[src/pcc_pkg.sv]
`default_nettype none

package pcc_pkg;

   localparam int POS_W       = 24;
   localparam int RAD_W       = 20;
   localparam int IDX_IN_W    = 12;
   localparam int GROUP_W     = 32;
   localparam int REPORT_W    = 16;
   localparam int CSR_DATA_W  = 32;
   localparam int CSR_ADDR_W  = 3;
   localparam int DIFF_W      = POS_W + 1;
   localparam int SQ_W        = 2 * POS_W + 1;
   localparam int SQ_SUM_W    = SQ_W + 2;
   localparam int RSUM_W      = RAD_W + 2;
   localparam int RSUM_SQ_W   = 2 * RSUM_W;

   localparam logic [1:0] REQ_TALLY = 2'd0;
   localparam logic [1:0] REQ_READ  = 2'd1;
   localparam logic [1:0] REQ_CLEAR = 2'd2;

   localparam logic REG_SKIN  = 1'b0;
   localparam logic REG_GROUP = 1'b1;

   localparam logic [RAD_W-1:0]   SKIN_RESET  = '0;
   localparam logic [GROUP_W-1:0] GROUP_RESET = GROUP_W'(1);

   typedef logic signed [POS_W-1:0] pcc_pos_type;
   typedef logic [RAD_W-1:0]        pcc_rad_type;

   typedef struct packed {
      pcc_pos_type first_x;
      pcc_pos_type first_y;
      pcc_pos_type first_z;
      pcc_rad_type first_r;
      pcc_pos_type second_x;
      pcc_pos_type second_y;
      pcc_pos_type second_z;
      pcc_rad_type second_r;
   } pcc_pair_type;

   typedef struct packed {
      logic [RAD_W-1:0]   contact_skin;
      logic [GROUP_W-1:0] group_select;
   } pcc_cfg_type;

endpackage

`default_nettype wire

[src/pcc_csr.sv]
`default_nettype none

module pcc_csr
   import pcc_pkg::*;
(
   input  wire logic                  clock,
   input  wire logic                  reset,
   input  wire logic                  csr_psel,
   input  wire logic                  csr_penable,
   input  wire logic                  csr_pwrite,
   input  wire logic [CSR_ADDR_W-1:0] csr_paddr,
   input  wire logic [CSR_DATA_W-1:0] csr_pwdata,
   output      logic [CSR_DATA_W-1:0] csr_prdata,
   output      logic                  csr_pready,
   output      pcc_cfg_type           cfg
);

   pcc_cfg_type cfg_ff;
   pcc_cfg_type cfg_in;
   logic        wr_en;

   assign csr_pready = 1'b1;
   assign wr_en      = csr_psel & csr_penable & csr_pwrite & csr_pready;

   always_comb begin
      cfg_in = cfg_ff;
      if (wr_en) begin
         case (csr_paddr[2])
            REG_SKIN:  cfg_in.contact_skin = csr_pwdata[RAD_W-1:0];
            REG_GROUP: cfg_in.group_select = csr_pwdata[GROUP_W-1:0];
            default:   cfg_in = cfg_ff;
         endcase
      end
   end

   always_ff @(posedge clock) begin
      if (reset) begin
         cfg_ff.contact_skin <= SKIN_RESET;
         cfg_ff.group_select <= GROUP_RESET;
      end else begin
         cfg_ff <= cfg_in;
      end
   end

   always_comb begin
      case (csr_paddr[2])
         REG_SKIN:  csr_prdata = CSR_DATA_W'(cfg_ff.contact_skin);
         REG_GROUP: csr_prdata = CSR_DATA_W'(cfg_ff.group_select);
         default:   csr_prdata = '0;
      endcase
   end

   assign cfg = cfg_ff;

endmodule

`default_nettype wire

[config.mk]
export PLATFORM = sky130hd
export DESIGN_NAME = pcc_csr
export DESIGN_NICKNAME = d
export VERILOG_FILES = /design/src/pcc_pkg.sv /design/src/pcc_csr.sv
export SDC_FILE = /design/constraint.sdc
export NUM_CORES = 1
export LEC_CHECK = 0
export BUFFER_PORTS_ARGS = -buffer_cell sky130_fd_sc_hd__buf_2
export CELL_PAD_IN_SITES_DETAIL_PLACEMENT = 1
export CELL_PAD_IN_SITES_GLOBAL_PLACEMENT = 2
export CORE_AREA = 2 2 99 101
export CTS_CLUSTER_DIAMETER = 150
export CTS_CLUSTER_SIZE = 28
export DETAILED_ROUTE_END_ITERATION = 10
export DIE_AREA = 0 0 101 103
export GPL_TIMING_DRIVEN = 0
export PLACE_DENSITY = 0.87
export SYNTH_ARGS = -nofsm -noshare
export SYNTH_HDL_FRONTEND = slang
export SYNTH_SLANG_ARGS = --single-unit
[constraint.sdc]
create_clock -name clock -period 1.65 [get_ports clock]
set_input_delay 0.33 -clock clock [delete_from_list [all_inputs] [get_ports clock]]
set_output_delay 0.33 -clock clock [all_outputs]
set_load 0.1 [all_outputs]
==> impl_metrics.env, run 1 <==
export IMPL_dp_cells=480
export IMPL_n_fill_cell=1117
export IMPL_ioPinCount=125
export IMPL_drt_iter0_drc=17
export IMPL_cts_root_buf="clkbuf_8"
export IMPL_ys_ff_latch=52
export IMPL_clock_skew_ns=0
export IMPL_leakage_uw=0.00172
export IMPL_max_freq_ghz=0.622
export IMPL_ant_nets=0
export IMPL_core_area_um2=9460
export IMPL_grt_pass1_wl_mm=11.1
export IMPL_rows=36
export IMPL_max_slew_margin_rel=0.662
export IMPL_async_flop_share=0
export IMPL_power_switching_share=0.353
export IMPL_setup_viol=0
export IMPL_die_x_um=101
export IMPL_hold_path_class="primary input to register"
export IMPL_cp_slowest_stage_delay_ns=0.36
export IMPL_largest_reg_flops=52
export IMPL_holdPathStages=3
export IMPL_clk_latency_ns=0.32
export IMPL_setup_tns_ns=0
export IMPL_initial_utilization=0.269
export IMPL_p_sw_uw=962
export IMPL_p_total_uw=2730
export IMPL_antenna_found_initial=0
export IMPL_worstPathArrival_ns=1.28
export IMPL_clkSinkCount=52
export IMPL_dpl_hpwl_mm=5.53
export IMPL_yosys_warnings=0
export IMPL_power_density_nw_per_um2=773
export IMPL_yosysUniqueCellTypes=16
export IMPL_synth_edff_count=0
export IMPL_synthMuxAreaShare=0.293
export IMPL_status="completed"
export IMPL_track_usage=0.137
export IMPL_finalCritPeriodShare=0.975
export IMPL_firstDrtPassIters=2
export IMPL_cts_max_level=2
export IMPL_power_frac_clock=0.291
export IMPL_crit_path_cell_trace="buf_4 > buf_4 > mux2_2 > buf_4"
export IMPL_synth_compound_area_frac=0
export IMPL_multi_input_area_um2=1400
export IMPL_vias=2146
export IMPL_syn_area_per_cell_um2=10.3
export IMPL_slowest_stage="mux2_2"
export IMPL_cap_violations=0
export IMPL_finalNonFillerCells=488
export IMPL_critPathTopFamily="buffers and inverters"
export IMPL_netlist_area_um2=2540
export IMPL_rsz0062_at_grt="false"
export IMPL_hold_slack_ns=0.258
export IMPL_regArea_um2=1100
export IMPL_crit_type="primary input to output port"
export IMPL_nets=413
export IMPL_layout_commonest_cell="buf_2"
export IMPL_crit_cells=4
export IMPL_clk_pin_slew_ns=0.11
export IMPL_globalplace_congestion=0.731
export IMPL_synthAdderAreaFrac=0
export IMPL_grt_max_degree=19
export IMPL_worstSetupEndpointType="output port"
export IMPL_antennaDiodeCount=0
export IMPL_syn_to_final_growth_pct=38.8
export IMPL_via_per_inst=4.40
export IMPL_routedWlPerCell_um=14.9
export IMPL_rrSetupSlack_ns=1.01
export IMPL_ys_seq_area_frac=0.409
export IMPL_synth_top_family_by_area="multiplexers"
export IMPL_cts_tree="yes"
export IMPL_crit_buf_inv=3
export IMPL_period_minus_slack_ns=1.61
export IMPL_overflow=0
export IMPL_cts_buffers=5
export IMPL_place_port_buffers=119
export IMPL_synth_cells=247
export IMPL_die_area_um2=10400
export IMPL_drc=0
export IMPL_crit_required_ns=1.32
export IMPL_fp_dieH_um=103
export IMPL_crit_top_cell="buf_4"
export IMPL_cp_start_kind="primary input"
export IMPL_final_cell_mix="93 x buf_2, 83 x nand2b_1, 52 x mux2i_1, 51 x dfxtp_2, 34 x buf_4"
export IMPL_utilization=0.373
export IMPL_tightest_slew_ns=0.511
export IMPL_power_sequential_fraction=0.479
export IMPL_internal_power_uw=1770
export IMPL_maxSlewViolCount=0
export IMPL_path_max_fanout=10
export IMPL_cts_buffer_depth=2
export IMPL_grt_pass1_vias=2157
export IMPL_synthSimpleGateAreaFrac=0.250
export IMPL_yosys_area_share_xor_xnor=0
export IMPL_finalHoldViolations=0
export IMPL_ys_flop_type="dfxtp_1"
export IMPL_synthesis_nets=287
export IMPL_layout_drive_gt1_share=0.588
export IMPL_r2r_cells=2
export IMPL_wl_mm=7.29
export IMPL_ir_drop_v=0.000337
export IMPL_power_frac_comb=0.230
final cells by class:
type,count,share of cell area
Clock buffer,5,0.0195
Clock inverter,3,0.00744
Buffer,21,0.0347
Sequential cell,52,0.313
Tap cell,114,0.0404
Multi-Input combinational cell,174,0.397
Timing Repair Buffer,119,0.189
worst min-delay path: stages:
cell	delay, ns
buf_2	0.10
nand2b_1	0.06
mux2i_1	0.06
through the flow:
stage               setup WS [ns]  instance area (um^2)
finish                     0.0412                  3530
global route              0.00177                  3530
floorplan                  -0.253                  2620
CTS                        0.0298                  3530
global placement           -0.107                  3360
detailed placement         -0.112                  3360
synth_stat cells (2+ instances only):
cell type / count / area (um^2)
nand2b_1: 83 / 519
buf_2: 4 / 20.0
mux2i_1: 52 / 521
nor2_1: 2 / 7.51
buf_4: 4 / 30.0
clkbuf_1: 11 / 41.3
mux2_2: 20 / 225
dfxtp_1: 52 / 1040
and2_1: 12 / 75.1
metal layers:
layer	share of wire	global-route usage	vias up
met1	0.43	0.163	1005
met4	0.011	0.0374	0
li1	-	-	1057
met3	0.070	0.0400	8
met2	0.49	0.243	76
met5	0	0	-
power by group through the flow:
stage	Clock (uW)	Sequential [uW]	Combinational, uW
final	793	1310	628
after CTS	836	1310	636
after global routing	890	1310	659
after global placement	0	1340	619
after detailed placement	0	1340	624
after floorplan	0	1530	292
cell families (layout without fill, tap and decap cells):
logic type / count (synthesis) / after routing
other: 1 / 1
buffers and inverters: 21 / 148
and+or+nand+nor: 101 / 101
muxes: 72 / 72
DFF: 52 / 52
worst paths after layout:
path	startpoint	to
setup / recovery	csr_paddr[2]	csr_prdata[9]
setup reg to reg	cfg[0]$_SDFFE_PP1P_	cfg[0]$_SDFFE_PP1P_
hold reg to reg	cfg[26]$_SDFFE_PP0P_	cfg[26]$_SDFFE_PP0P_
hold / removal	csr_pwdata[26]	cfg[26]$_SDFFE_PP0P_
timing repair:
item                                    4_1_cts  5_1_grt
gates resized for setup                      30        0
endpoints found under the hold margin         0        0
endpoints found under the setup margin       30        0
setup buffers                                 0        0
hold buffers                                  0        0
Power figures use the tool's default switching activity.
==> inputs of run 2 (changes only) <==
- ABC_AREA: unset -> 1
- CORE_AREA: 2 2 99 101 -> 2 2 107 109
- DIE_AREA: 0 0 101 103 -> 0 0 109 111
- PLACE_DENSITY: 0.87 -> 0.88
- RECOVER_POWER: unset -> 50
==> impl_metrics.env, run 2 <==
export IMPL_status="completed"
export IMPL_crit_type="primary input to output port"
export IMPL_syn_area_per_cell_um2=6.23
export IMPL_n_fill_cell=1467
export IMPL_grt_pass1_vias=3005
export IMPL_maxSlewViolCount=0
export IMPL_finalCritPeriodShare=0.959
export IMPL_synthesis_nets=451
export IMPL_hold_slack_ns=0.295
export IMPL_firstDrtPassIters=4
export IMPL_p_sw_uw=1250
export IMPL_period_minus_slack_ns=1.58
export IMPL_clk_pin_slew_ns=0.07
export IMPL_max_freq_ghz=0.632
export IMPL_nets=579
export IMPL_antenna_found_initial=0
export IMPL_netlist_top_cells_area="dfxtp_1 41%, nand2_1 18%, nor2_1 15%"
export IMPL_grt_busiest_layer="met2"
export IMPL_antennaDiodeCount=0
export IMPL_internal_power_uw=2110
export IMPL_worstSetupEndpointType="output port"
export IMPL_initial_utilization=0.231
export IMPL_power_switching_share=0.372
export IMPL_routedWlPerCell_um=13.4
export IMPL_crit_required_ns=1.32
export IMPL_finalHoldViolations=0
export IMPL_cts_max_level=2
export IMPL_rsz0062_at_grt="true"
export IMPL_clkSinkCount=52
export IMPL_regArea_um2=1110
export IMPL_vias=2908
export IMPL_worst_slack_ns=0.0680
export IMPL_dp_cells=675
export IMPL_leakage_uw=0.00193
export IMPL_core_area_um2=11100
export IMPL_hold_path_class="primary input to register"
export IMPL_ys_flop_type="dfxtp_1"
export IMPL_grt_util_met2=0.277
export IMPL_worstPathArrival_ns=1.25
export IMPL_cts_tree="yes"
export IMPL_synth_top_area_cell="dfxtp_1"
export IMPL_layout_drive_gt1_share=0.435
export IMPL_power_frac_comb=0.283
export IMPL_ys_seq_area_frac=0.407
export IMPL_final_cell_mix="105 x nand2_1, 104 x nor2_1, 86 x buf_2, 53 x nand3_1, 52 x dfxtp_2"
export IMPL_die_area_um2=12100
export IMPL_dpl_hpwl_mm=6.86
export IMPL_multi_input_area_um2=1190
export IMPL_stdcell_area_um2=3790
export IMPL_netlist_area_um2=2560
export IMPL_via_per_inst=4.26
export IMPL_synth_top_cell_area_share=0.407
export IMPL_rows=39
export IMPL_power_sequential_fraction=0.399
export IMPL_synth_cells=411
export IMPL_fp_dieH_um=111
export IMPL_wl_mm=9.18
export IMPL_cp_start_kind="primary input"
export IMPL_place_port_buffers=121
export IMPL_synth_edff_count=0
export IMPL_dpl_worst_slack_ns=-0.378
export IMPL_synth_most_common_cell="nand2_1"
export IMPL_overflow=0
export IMPL_p_total_uw=3360
export IMPL_grtUsageMet3=0.0306
export IMPL_drt_iter0_drc=90
export IMPL_clock_skew_ns=0
export IMPL_ioPinCount=125
export IMPL_layout_commonest_cell="nand2_1"
export IMPL_cts_buffers=5
export IMPL_finalNonFillerCells=683
export IMPL_ir_drop_v=0.000355
export IMPL_async_flop_share=0
export IMPL_ant_nets=0
export IMPL_yosysUniqueCellTypes=17
export IMPL_detailed_place_area_um2=3500
export IMPL_yosys_warnings=0
export IMPL_cap_violations=0
export IMPL_drc=0
export IMPL_track_usage=0.157
export IMPL_max_slew_margin_rel=0.625
export IMPL_ys_ff_latch=52
export IMPL_power_frac_clock=0.318
export IMPL_cts_buffer_depth=2
export IMPL_tightest_slew_ns=0.562
export IMPL_grt_max_degree=16
export IMPL_grt_pass1_wl_mm=15.0
export IMPL_power_density_nw_per_um2=888
export IMPL_largest_reg_flops=52
export IMPL_die_x_um=109
export IMPL_path_max_fanout=10
export IMPL_use_met1=0.196
export IMPL_yosys_top_cells_count="125 x nand2_1, 102 x nor2_1, 52 x dfxtp_1, 52 x nand3_1, 45 x inv_1"
export IMPL_setup_viol=0
export IMPL_globalplace_congestion=0.697
export IMPL_clk_latency_ns=0.28
export IMPL_cts_root_buf="clkbuf_16"
export IMPL_syn_to_final_growth_pct=48.0
## run 2: cells by family (layout without fill, tap and decap cells)
| logic type | after synthesis | count (layout) | synth area share |
|---|---|---|---|
| AOI/OAI and AO/OA | 1 | 1 | 0.00195 |
| DFF | 52 | 52 | 0.407 |
| and+or+nand+nor | 283 | 283 | 0.450 |
| buffers and inverters | 74 | 203 | 0.140 |
| other | 1 | 1 | 0.00147 |
## run 2: stage by stage
stage	setup TNS (ns)	utilization
floorplan	0	-
global placement	-8.53	0.316
detailed placement	-9.72	0.316
CTS	0	0.347
global route	-0.00320	0.342
finish	0	0.342
## run 2: critical path: stages
cell and delay, ns:
buf_2 0.10, buf_4 0.18, buf_4 0.19, nand2_1 0.10, clkinvlp_4 0.07, buf_4 0.27
## run 2: metal layers
metal,vias up,wire [um]
met5,-,0
met4,0,55
met3,6,558
met2,83,4470
met1,1347,4090
li1,1472,-
## run 2: worst paths after layout
kind | start | end | slack (ns) | cells past startpoint
worst max-delay path | csr_paddr[2] | csr_prdata[28] | 0.07 | 6
worst min-delay path | csr_pwdata[0] | cfg[0]$_SDFFE_PP1P_ | 0.30 | 3
worst max register to register | cfg[51]$_SDFFE_PP0P_ | cfg[51]$_SDFFE_PP0P_ | 1.01 | 2
worst min register to register | cfg[33]$_SDFFE_PP0P_ | cfg[33]$_SDFFE_PP0P_ | 0.49 | 2
## run 2: power by group through the flow
stage               registers [uW]  clock network, uW  logic, uW
floorplan                     1680                  0        427
finish                        1340               1070        953
detailed placement            1370                  0        931
global placement              1370                  0        920
CTS                           1340               1110        971
global route                  1350               1160       1010
## run 2: final cells by class
| type | count | share of cell area |
|---|---|---|
| flip-flops and latches | 52 | 0.292 |
| inverters | 47 | 0.0585 |
| multi-input cells | 285 | 0.314 |
| well taps | 143 | 0.0472 |
| repair buffers | 121 | 0.206 |
| clock inverters | 1 | 0.00198 |
| clock buffers | 7 | 0.0377 |
| plain buffers | 27 | 0.0420 |
## run 2: what timing repair did
| item | in CTS | in global routing |
|---|---|---|
| resized for setup | 63 | 3 |
| setup buffers | 0 | 0 |
| endpoints found under the setup margin | 32 | 6 |
| hold buffers | 0 | 0 |
